`config.mk`:
```
export PLATFORM = sky130hd
export DESIGN_NAME = fifo_address_stash
export DESIGN_NICKNAME = d
export VERILOG_FILES = /design/src/rtl/core/fas_pkg.sv /design/src/rtl/core/fas_cell.sv /design/src/rtl/core/fifo_address_stash.sv
export SDC_FILE = /design/constraint.sdc
export NUM_CORES = 2
export LEC_CHECK = 0
export ABC_AREA = 1
export BUFFER_PORTS_ARGS = -buffer_cell sky130_fd_sc_hd__buf_2
export CORE_MARGIN = 5
export CORE_UTILIZATION = 40
export DETAILED_ROUTE_END_ITERATION = 8
export RECOVER_POWER = 25
export REMOVE_ABC_BUFFERS = 1
export SKIP_LAST_GASP = 1
export SLEW_MARGIN = 25
export SYNTH_ARGS = -nofsm -noshare
export SYNTH_HDL_FRONTEND = slang
export SYNTH_SLANG_ARGS = --single-unit
```
`constraint.sdc`:
```
create_clock -name clock -period 16.25 [get_ports clock]
set_clock_uncertainty 0.05 [all_clocks]
set_input_delay 1.625 -clock clock [delete_from_list [all_inputs] [get_ports clock]]
set_output_delay 1.625 -clock clock [all_outputs]
set_load 0.03 [all_outputs]
```
`src/rtl/core/fas_pkg.sv`:
```
// Package for the FIFO address stash: sizes, operation codes and word types.
// Used by fas_cell and fifo_address_stash; depends on nothing else.
package fas_pkg;

   // Number of cells in the stash.
   localparam int DEPTH    = 16;
   localparam int ADDR_W   = 64;
   localparam int CAP_W    = 5;
   localparam int OCC_W    = 5;
   localparam int CNT_W    = $clog2(DEPTH + 1);
   localparam int CMP_W    = (CNT_W > CAP_W) ? CNT_W : CAP_W;

   // Operation codes carried in the request word.
   typedef enum logic [1:0] {
      FUNC_LOOKUP        = 2'd0,
      FUNC_INSERT        = 2'd1,
      FUNC_INSERT_UNIQUE = 2'd2,
      FUNC_EJECT         = 2'd3
   } func_type;

   // Request word.
   typedef struct packed {
      func_type            func;
      logic [ADDR_W-1:0]   addr;
   } req_type;

   // Response word.
   typedef struct packed {
      logic                hit;
      logic [OCC_W-1:0]    occupancy;
   } rsp_type;

   // Update controls broadcast to every cell.
   typedef struct packed {
      logic insert_en;
      logic eject_en;
   } fas_ctrl_type;

endpackage

```
`src/rtl/core/fas_cell.sv`:
```
// One stash cell: holds a single address, compares it and shifts toward either neighbor.
// Depends on fas_pkg for widths and the control struct.
module fas_cell
   import fas_pkg::*;
(
   input  logic                clock,
   input  fas_ctrl_type        ctrl,
   input  logic [ADDR_W-1:0]   req_addr,
   input  logic [ADDR_W-1:0]   prev_entry,
   input  logic [ADDR_W-1:0]   next_entry,
   input  logic                valid,
   input  logic                match_before,
   output logic [ADDR_W-1:0]   entry,
   output logic                match_through
);

   logic [ADDR_W-1:0] entry_ff;
   logic [ADDR_W-1:0] entry_in;
   logic              match;

   // A cell matches only while it lies inside the filled region.
   assign match         = valid && (entry_ff == req_addr);
   assign match_through = match_before || match;
   assign entry         = entry_ff;

   // Insert moves every word one cell toward the old end; eject closes the gap
   // from the first matching cell onward.
   always_comb begin
      entry_in = entry_ff;
      if (ctrl.insert_en) begin
         entry_in = prev_entry;
      end else if (ctrl.eject_en && match_through) begin
         entry_in = next_entry;
      end
   end

   always_ff @(posedge clock) begin
      entry_ff <= entry_in;
   end

endmodule

```
`src/rtl/core/fifo_address_stash.sv`:
```
// Top level of the FIFO address stash: a row of fas_cell instances plus fill and
// capacity control. Depends on fas_pkg and fas_cell.
// The response word is strobed in the cycle after the request is taken.
// Throughput: one request per cycle while busy is low; compare, priority chain and shift complete in that same cycle.
// busy is high only while reset is asserted; the response cannot be stalled.
// Reset empties the stash and sets the capacity register to the full depth.
module fifo_address_stash
   import fas_pkg::*;
(
   input  logic             clock,
   input  logic             reset,
   input  logic             start,
   output logic             busy,
   input  req_type          req_word,
   output logic             rsp_strobe,
   output rsp_type          rsp_word,
   input  logic             csr_valid,
   output logic             csr_ready,
   input  logic [CAP_W-1:0] csr_data
);

   logic               accept;
   logic [CAP_W-1:0]   capacity_ff;
   logic [CNT_W-1:0]   fill_ff;
   logic [CNT_W-1:0]   fill_in;
   logic [CMP_W-1:0]   cap_eff;
   logic               hit;
   logic               rsp_strobe_ff;
   rsp_type            rsp_ff;
   fas_ctrl_type       ctrl;

   logic [ADDR_W-1:0]  cell_entry [DEPTH];
   logic [DEPTH:0]     match_chain;

   assign busy      = reset;
   assign accept    = start && !busy;
   assign csr_ready = 1'b1;

   // Capacity register.
   always_ff @(posedge clock) begin
      if (reset) begin
         capacity_ff <= CAP_W'(DEPTH > 31 ? 31 : DEPTH);
      end else if (csr_valid && csr_ready) begin
         capacity_ff <= csr_data;
      end
   end

   // Capacity above the depth is treated as the depth.
   assign cap_eff = (CMP_W'(capacity_ff) > CMP_W'(DEPTH)) ? CMP_W'(DEPTH)
                                                          : CMP_W'(capacity_ff);

   // Cell row; the match chain carries "some newer cell matched" toward the old end.
   assign match_chain[0] = 1'b0;
   for (genvar i = 0; i < DEPTH; i++) begin : g_cell
      logic [ADDR_W-1:0] prev_entry;
      logic [ADDR_W-1:0] next_entry;
      logic              valid;

      if (i == 0) begin : g_first
         assign prev_entry = req_word.addr;
      end else begin : g_mid
         assign prev_entry = cell_entry[i-1];
      end

      if (i == DEPTH - 1) begin : g_last
         assign next_entry = cell_entry[i];
      end else begin : g_inner
         assign next_entry = cell_entry[i+1];
      end

      assign valid = fill_ff > CNT_W'(i);

      fas_cell u_cell (
         .clock         (clock),
         .ctrl          (ctrl),
         .req_addr      (req_word.addr),
         .prev_entry    (prev_entry),
         .next_entry    (next_entry),
         .valid         (valid),
         .match_before  (match_chain[i]),
         .entry         (cell_entry[i]),
         .match_through (match_chain[i+1])
      );
   end

   assign hit = match_chain[DEPTH];

   // Operation decode into cell controls.
   always_comb begin
      ctrl = '0;
      unique case (req_word.func)
         FUNC_LOOKUP:        ctrl = '0;
         FUNC_INSERT:        ctrl.insert_en = accept;
         FUNC_INSERT_UNIQUE: ctrl.insert_en = accept && !hit;
         FUNC_EJECT:         ctrl.eject_en  = accept && hit;
         default:            ctrl = '0;
      endcase
   end

   // Fill count: an insert grows it while below capacity, an eject with a hit shrinks it.
   always_comb begin
      fill_in = fill_ff;
      if (ctrl.insert_en && (CMP_W'(fill_ff) < cap_eff)) begin
         fill_in = fill_ff + CNT_W'(1);
      end else if (ctrl.eject_en) begin
         fill_in = fill_ff - CNT_W'(1);
      end
   end

   always_ff @(posedge clock) begin
      if (reset) begin
         fill_ff       <= '0;
         rsp_strobe_ff <= 1'b0;
      end else begin
         fill_ff       <= fill_in;
         rsp_strobe_ff <= accept;
      end
   end

   // Response word register.
   always_ff @(posedge clock) begin
      if (accept) begin
         rsp_ff.hit       <= hit;
         rsp_ff.occupancy <= OCC_W'(fill_in);
      end
   end

   assign rsp_strobe = rsp_strobe_ff;
   assign rsp_word   = rsp_ff;

   // Every accepted request gives one response in the next cycle, and no other.
   a_rsp_follows: assert property (@(posedge clock) disable iff (reset)
      accept |=> rsp_strobe) else $error("missing response after accepted request");
   a_no_spurious: assert property (@(posedge clock) disable iff (reset)
      !accept |=> !rsp_strobe) else $error("response without request");

   // The fill count never exceeds the number of cells.
   a_fill_bound: assert property (@(posedge clock) disable iff (reset)
      CMP_W'(fill_ff) <= CMP_W'(DEPTH)) else $error("fill count above depth");

   // An eject that hits removes exactly one entry.
   a_eject_dec: assert property (@(posedge clock) disable iff (reset)
      ctrl.eject_en |=> fill_ff == $past(fill_ff) - CNT_W'(1))
      else $error("eject did not remove one entry");

   // A lookup leaves the fill count alone.
   a_lookup_stable: assert property (@(posedge clock) disable iff (reset)
      (accept && req_word.func == FUNC_LOOKUP) |=> $stable(fill_ff))
      else $error("lookup changed the fill count");

endmodule
```
[Yosys cells after proc, flatten, opt, wreduce, memory -nomap -nowiden]
Cells that the tools add are included.
Word-level totals
  memories: 0
  bits in registers: 1041
  bits in latches: 0
  RAM bits: 0
  memory bits (read-only): 0
Cells by class
  shift operators: 0
  equal/unequal tests: 19
  multiplexer cells: 35
  bitwise logic cells: 0
  order comparisons: 18
  reductions and logical operators: 67
  $mul: 0
  $add $sub $neg: 2
  div/mod/pow operators: 0
Operators by type and width (number)
  two-way mux 64 bit: 30
  equality test 64 bit: 16
  greater-than comparator 5 x 4 -> 1 bit (second input constant): 8
  logical AND 1 bit: 35
  nonzero test 2 bit: 15
  greater-than comparator 5 x 3 -> 1 bit (second input constant): 4
  logical OR 1 bit: 15
  two-way mux 5 bit: 3
  greater-than comparator 5 x 1 -> 1 bit (second input constant): 2
  greater-than comparator 5 x 2 -> 1 bit (second input constant): 2
  adder 5 x 1 -> 5 bit (second input constant): 1
  greater-than comparator 5 bit (second input constant): 1
  < comparator 5 bit: 1
  subtractor 5 x 1 -> 5 bit (second input constant): 1
  equality test 2 bit (second input constant): 2
  equality test 2 x 1 -> 1 bit (second input constant): 1
  logical NOT 1 bit: 2
  one-hot mux 1 bit (2 select lines): 1
  two-way mux 1 bit: 1

[Longest topological paths before layout]
  depth after elaboration: 22
  gate-level depth with buffers: 27
  depth with buffers taken out: 24

[By module]
Synthesis repeated with hierarchy kept, for this count alone.
Second synthesis, totals
  cells, all modules: 8591
  area total of the unflattened synthesis: 62232.2 µm²
By module, submodules not included
  fas_cell: times used 16, cells an instance 526, sequential area each 1921.8 µm², area an instance 3808.7 µm²
  fifo_address_stash: times used 1, cells an instance 175, sequential area each 400.4 µm², area an instance 1293.7 µm²

[Worst setup path after synthesis]
No wires, ideal clock.
  path type: input to register
  start point: input port req_word[46] (netlist bit)
  end point: register g_cell[0].u_cell.entry_ff[0], enable pin
  stages on the path: 12
  path buffers: 2
  setup slack: 7.754 ns
  data arrival time: 7.872 ns
  cell sequence: buf_2 -> buf_2 -> xnor2_1 -> nand3_1 -> or4_1 -> nor2_1 -> nand3_1 -> inv_1 -> nor2_1 -> nand4_2 -> nand3_1 -> o21ai_0
Between the ends
  longest elaborated chain between the ends: 21
  elaborated cells between the ends (all ways): 54
RTL lines
  start: declaration: RTL line fifo_address_stash.sv:14  | input req_type req_word,
  equality test 64 bit: RTL line fas_cell.sv:22  | assign match = valid && (entry_ff == req_addr);
  logical AND 1 bit: RTL line fas_cell.sv:22
  logical OR 1 bit (14 in a row): RTL line fas_cell.sv:23  | assign match_through = match_before || match;
  logical OR 1 bit *: RTL line fas_cell.sv:23
  via g_cell[15].u_cell.match_through: RTL line fas_cell.sv:14  | output logic match_through
  logical NOT 1 bit / logical AND 1 bit (equally long branches): RTL line fifo_address_stash.sv:94, fifo_address_stash.sv:95
  logical AND 1 bit / two-way mux 1 bit (equally long branches): RTL line fifo_address_stash.sv:94, fifo_address_stash.sv:91
  one-hot mux 1 bit (2 select lines) / logical AND 1 bit (equally long branches): RTL line fifo_address_stash.sv:91, fas_cell.sv:32
  nonzero test 2 bit (no source line) *
  end signal: assignment: RTL line fas_cell.sv:38  | entry_ff <= entry_in;
  end: declaration: RTL line fas_cell.sv:17  | logic [ADDR_W-1:0] entry_ff;
The timed path passes the listed nets; every way through them passes the cells marked *.
A chain may end at the register's enable or synchronous reset.

[Worst setup path after layout]
  start point: input port req_word[14] (netlist bit)
  end point: register g_cell[0].u_cell.entry_ff[40], enable pin
Between the ends
  longest elaborated chain between the ends: 21
  elaborated cells between the ends (all ways): 54
RTL lines (RTL line)
  equality test 64 bit: fas_cell.sv:22
  logical AND 1 bit: fas_cell.sv:22
  logical OR 1 bit (15 in a row): fas_cell.sv:23
  logical NOT 1 bit / logical AND 1 bit (equally long branches): fifo_address_stash.sv:94, fifo_address_stash.sv:95
  logical AND 1 bit / two-way mux 1 bit (equally long branches): fifo_address_stash.sv:94, fifo_address_stash.sv:91
  one-hot mux 1 bit (2 select lines) / logical AND 1 bit (equally long branches): fifo_address_stash.sv:91, fas_cell.sv:32
  nonzero test 2 bit (no source line) *
Mark *: on every way between the ends. The rest lies on a longest branch, timed or not.

==> flow_metrics.py <==
metrics = {
    "run_status": {
        "status": "complete, but fails checks",
        "violations": "max-capacitance violations, max-slew violations",
    },
    "setup_path": {
        "critical_path_class": "in -> reg",
        "path_max_fanout": 158,
        "reg2reg_slack_ps": 6310,
        "end_kind": "register",
        "arrival_ps": 11540,
        "slowest_stage": "nand2_1",
        "r2r_cells": 16,
        "slowest_delay_ps": 3160,
        "start_kind": "input pin",
        "required_ps": 16550,
    },
    "floorplan": {
        "start_util_pct": 40.2,
        "die_y_um": 392,
        "dieArea_um2": 154000,
        "core_area_um2": 145000,
        "io_pins": 84,
        "fp.dieW_um": 392,
        "row_count": 140,
    },
    "routing": {
        "routed_wl_mm": 168,
        "drt-initial-drc-count": 4483,
        "drtAntennaViolNets": 0,
        "routedWlPerCell_um": 19.3,
        "drc": 0,
        "via_count": 45300,
        "first_pass_iters": 6,
        "avgViaCountPerCell": 5.21,
    },
    "layout": {
        "drive_above_1_share_pct": 5.60,
        "final_cells": 8686,
        "finalNetCount": 6756,
        "syn_to_final_growth_pct": 7.65,
    },
    "pwr": {
        "swShare_pct": 24.8,
        "p_sw_mw": 1.52,
        "leakage_nw": 26.1,
        "power_mw": 6.14,
        "irDropWorstVdd_v": 0.0000924,
        "internal-power_mw": 4.62,
        "powerDensity_nw_per_um2": 97.6,
        "power_frac_seq_pct": 49.8,
        "p_clk_share_pct": 42.2,
        "p_comb_share_pct": 8.0,
    },
    "job": {
        "maxCapViolCount": 4,
    },
    "clock_network": {
        "ctsHoldBuffers": 0,
        "post_cts_buffers": 0,
        "cts_buffers": 114,
        "cts_resized": 0,
        "clock_latency_ps": 750,
        "htree_levels": 3,
        "clk_pin_slew_worst_paths_ps": 60,
        "clock-sinks": 1041,
        "cts-root-buf": "clkbuf_16",
        "cts.path.max_buffers": 3,
        "cts_tree": "built",
    },
    "placement": {
        "place.gp.congestion": 0.892,
        "hpwl_mm": 113,
        "dp_cells": 8468,
        "portBuffers": 82,
    },
    "logic_synthesis": {
        "syn-cell-area_um2": 58500,
        "postSynth.asyncResetShare_pct": 0,
        "synthDistinctLibCells": 49,
        "synthFlopType": "edfxtp_1",
        "synth_edf_count": 1030,
        "ys_warn_count": 0,
        "syn_area_per_cell_um2": 8.60,
        "seq_area_frac_synth_pct": 53.3,
        "ys_seq_elements": 1041,
        "synthCells": 6800,
    },
    "timing": {
        "fin_crit_sh_pct": 69.2,
        "slew_headroom_pct": -207,
        "setup_viol": 0,
        "final-hold-violation-count": 0,
        "final_max_slew_viol_count": 250,
        "rsz0062_at_grt": "false",
        "worstMarginPinSlew_ps": 4600,
        "fin_crit_ps": 11240,
        "fmax_mhz": 88.9,
    },
    "grt": {
        "grt_pass1_vias": 43000,
        "gr-total-overflow": 0,
        "grt_usage_pct": 21.2,
        "grt_antenna_before_repair": 10,
        "grt_start_max_net_pins": 264,
        "grt_pass1_wl_mm": 255,
    },
    "hold_path": {
        "min_path_type": "reg -> reg",
        "hold_depth": 0,
    },
}
cell type report:
class	count	area, um2
Fill cell	14200	82500
Inverter	626	2370
Multi-Input combinational cell	4763	22600
Sequential cell	1041	31100
Timing Repair Buffer	122	748
Tap cell	1917	2400
Clock buffer	148	3080
Antenna cell	3	7.51
Clock inverter	66	561
layout by cell type, fill, tap and decap left out, drive strengths merged, types with 49 or more instances in the layout:
cell type  count
xor2         257
xnor2        230
nor3          56
o21ai        745
a21oi         61
clkbuf       160
nand4        196
buf          110
inv          627
nand2       2642
edfxtp      1030
nor4          49
nand3         99
nor2         372
clkinv        52
cell usage after synthesis, types with 4 or more instances:
library cell | count | area (um2)
nor2_1 | 365 | 1370
nand2_1 | 2639 | 9910
buf_6 | 83 | 935
buf_2 | 134 | 671
nand3b_1 | 4 | 30.0
inv_2 | 57 | 214
o21ai_2 | 8 | 70.1
nor2_2 | 5 | 31.3
xor2_1 | 257 | 2250
ha_1 | 13 | 163
nor3_1 | 54 | 270
buf_4 | 69 | 518
o21ai_1 | 302 | 1510
edfxtp_1 | 1030 | 30900
clkbuf_1 | 82 | 308
a21oi_1 | 61 | 305
nor4_1 | 49 | 307
xnor2_1 | 230 | 2010
dfxtp_1 | 11 | 220
inv_1 | 563 | 2110
nand4_1 | 193 | 1210
or2_2 | 18 | 113
o21ai_0 | 435 | 2180
nand3_1 | 96 | 480
metal layers:
layer / global-route usage (%) / routed length (um) / up-vias / part of all wire [%]
met1: 29.9 / 74500 / 21600 / 44
li1: - / - / 21900 / -
met4: 6.60 / 5660 / 4 / 3.4
met5: 0 / 26 / - / 0.015
met2: 33.5 / 75300 / 1541 / 45
met3: 3.74 / 12400 / 264 / 7.4
sequential cells by signal, summed over array words and instances (netlist names):
name                 cells
g_cell.u_cell.entry   1024
capacity_ff              5
rsp_strobe               1
fill_ff                  5
rsp_word                 6
power groups by stage:
stage	clock (mW)	combinational, mW	sequential [mW]
after floorplan	0	0.330	3.11
after global placement	0	0.482	3.11
after detailed placement	0	0.490	3.11
after CTS	2.64	0.492	3.06
after global routing	2.75	0.546	3.06
final	2.59	0.491	3.06
kinds of logic after synthesis:
group / share of synthesized area, %
xor+xnor: 7.30
buf+inv: 8.23
other cells: 0.00641
fa+ha+maj: 0.278
flops: 53.3
compound gates: 7.05
simple gates: 23.9
final timing paths:
| path | to | startpoint |
|---|---|---|
| min | g_cell[15].u_cell.entry[13] | g_cell[14].u_cell.entry[13] |
| max reg2reg | g_cell[0].u_cell.entry[40] | g_cell[11].u_cell.entry[58] |
| max | g_cell[0].u_cell.entry[40] | req_word[14] |
| min reg2reg | g_cell[15].u_cell.entry[13] | g_cell[14].u_cell.entry[13] |
through the flow:
| stage | worst slack [ps] | hold slack [ps] | cell area, um2 | utilization [%] | TNS, ps |
|---|---|---|---|---|---|
| global route | 4100 | 455 | 62900 | 43.3 | 0 |
| CTS | 8070 | 433 | 63000 | 43.3 | 0 |
| floorplan | -4620 | 401 | 56000 | - | -3008020 |
| global placement | 7220 | 404 | 59300 | 40.8 | 0 |
| finish | 5010 | 434 | 62900 | 43.3 | 0 |
| detailed placement | 7300 | 428 | 59300 | 40.8 | 0 |
critical path, delay by kind of cell:
| kind | cells | cell delay, ps |
|---|---|---|
| and+or+nand+nor | 19 | 5570 |
| AOI/OAI and AO/OA | 1 | 500 |
| buffers and inverters | 5 | 3620 |
Note: power is estimated with default switching activity, not from simulation.
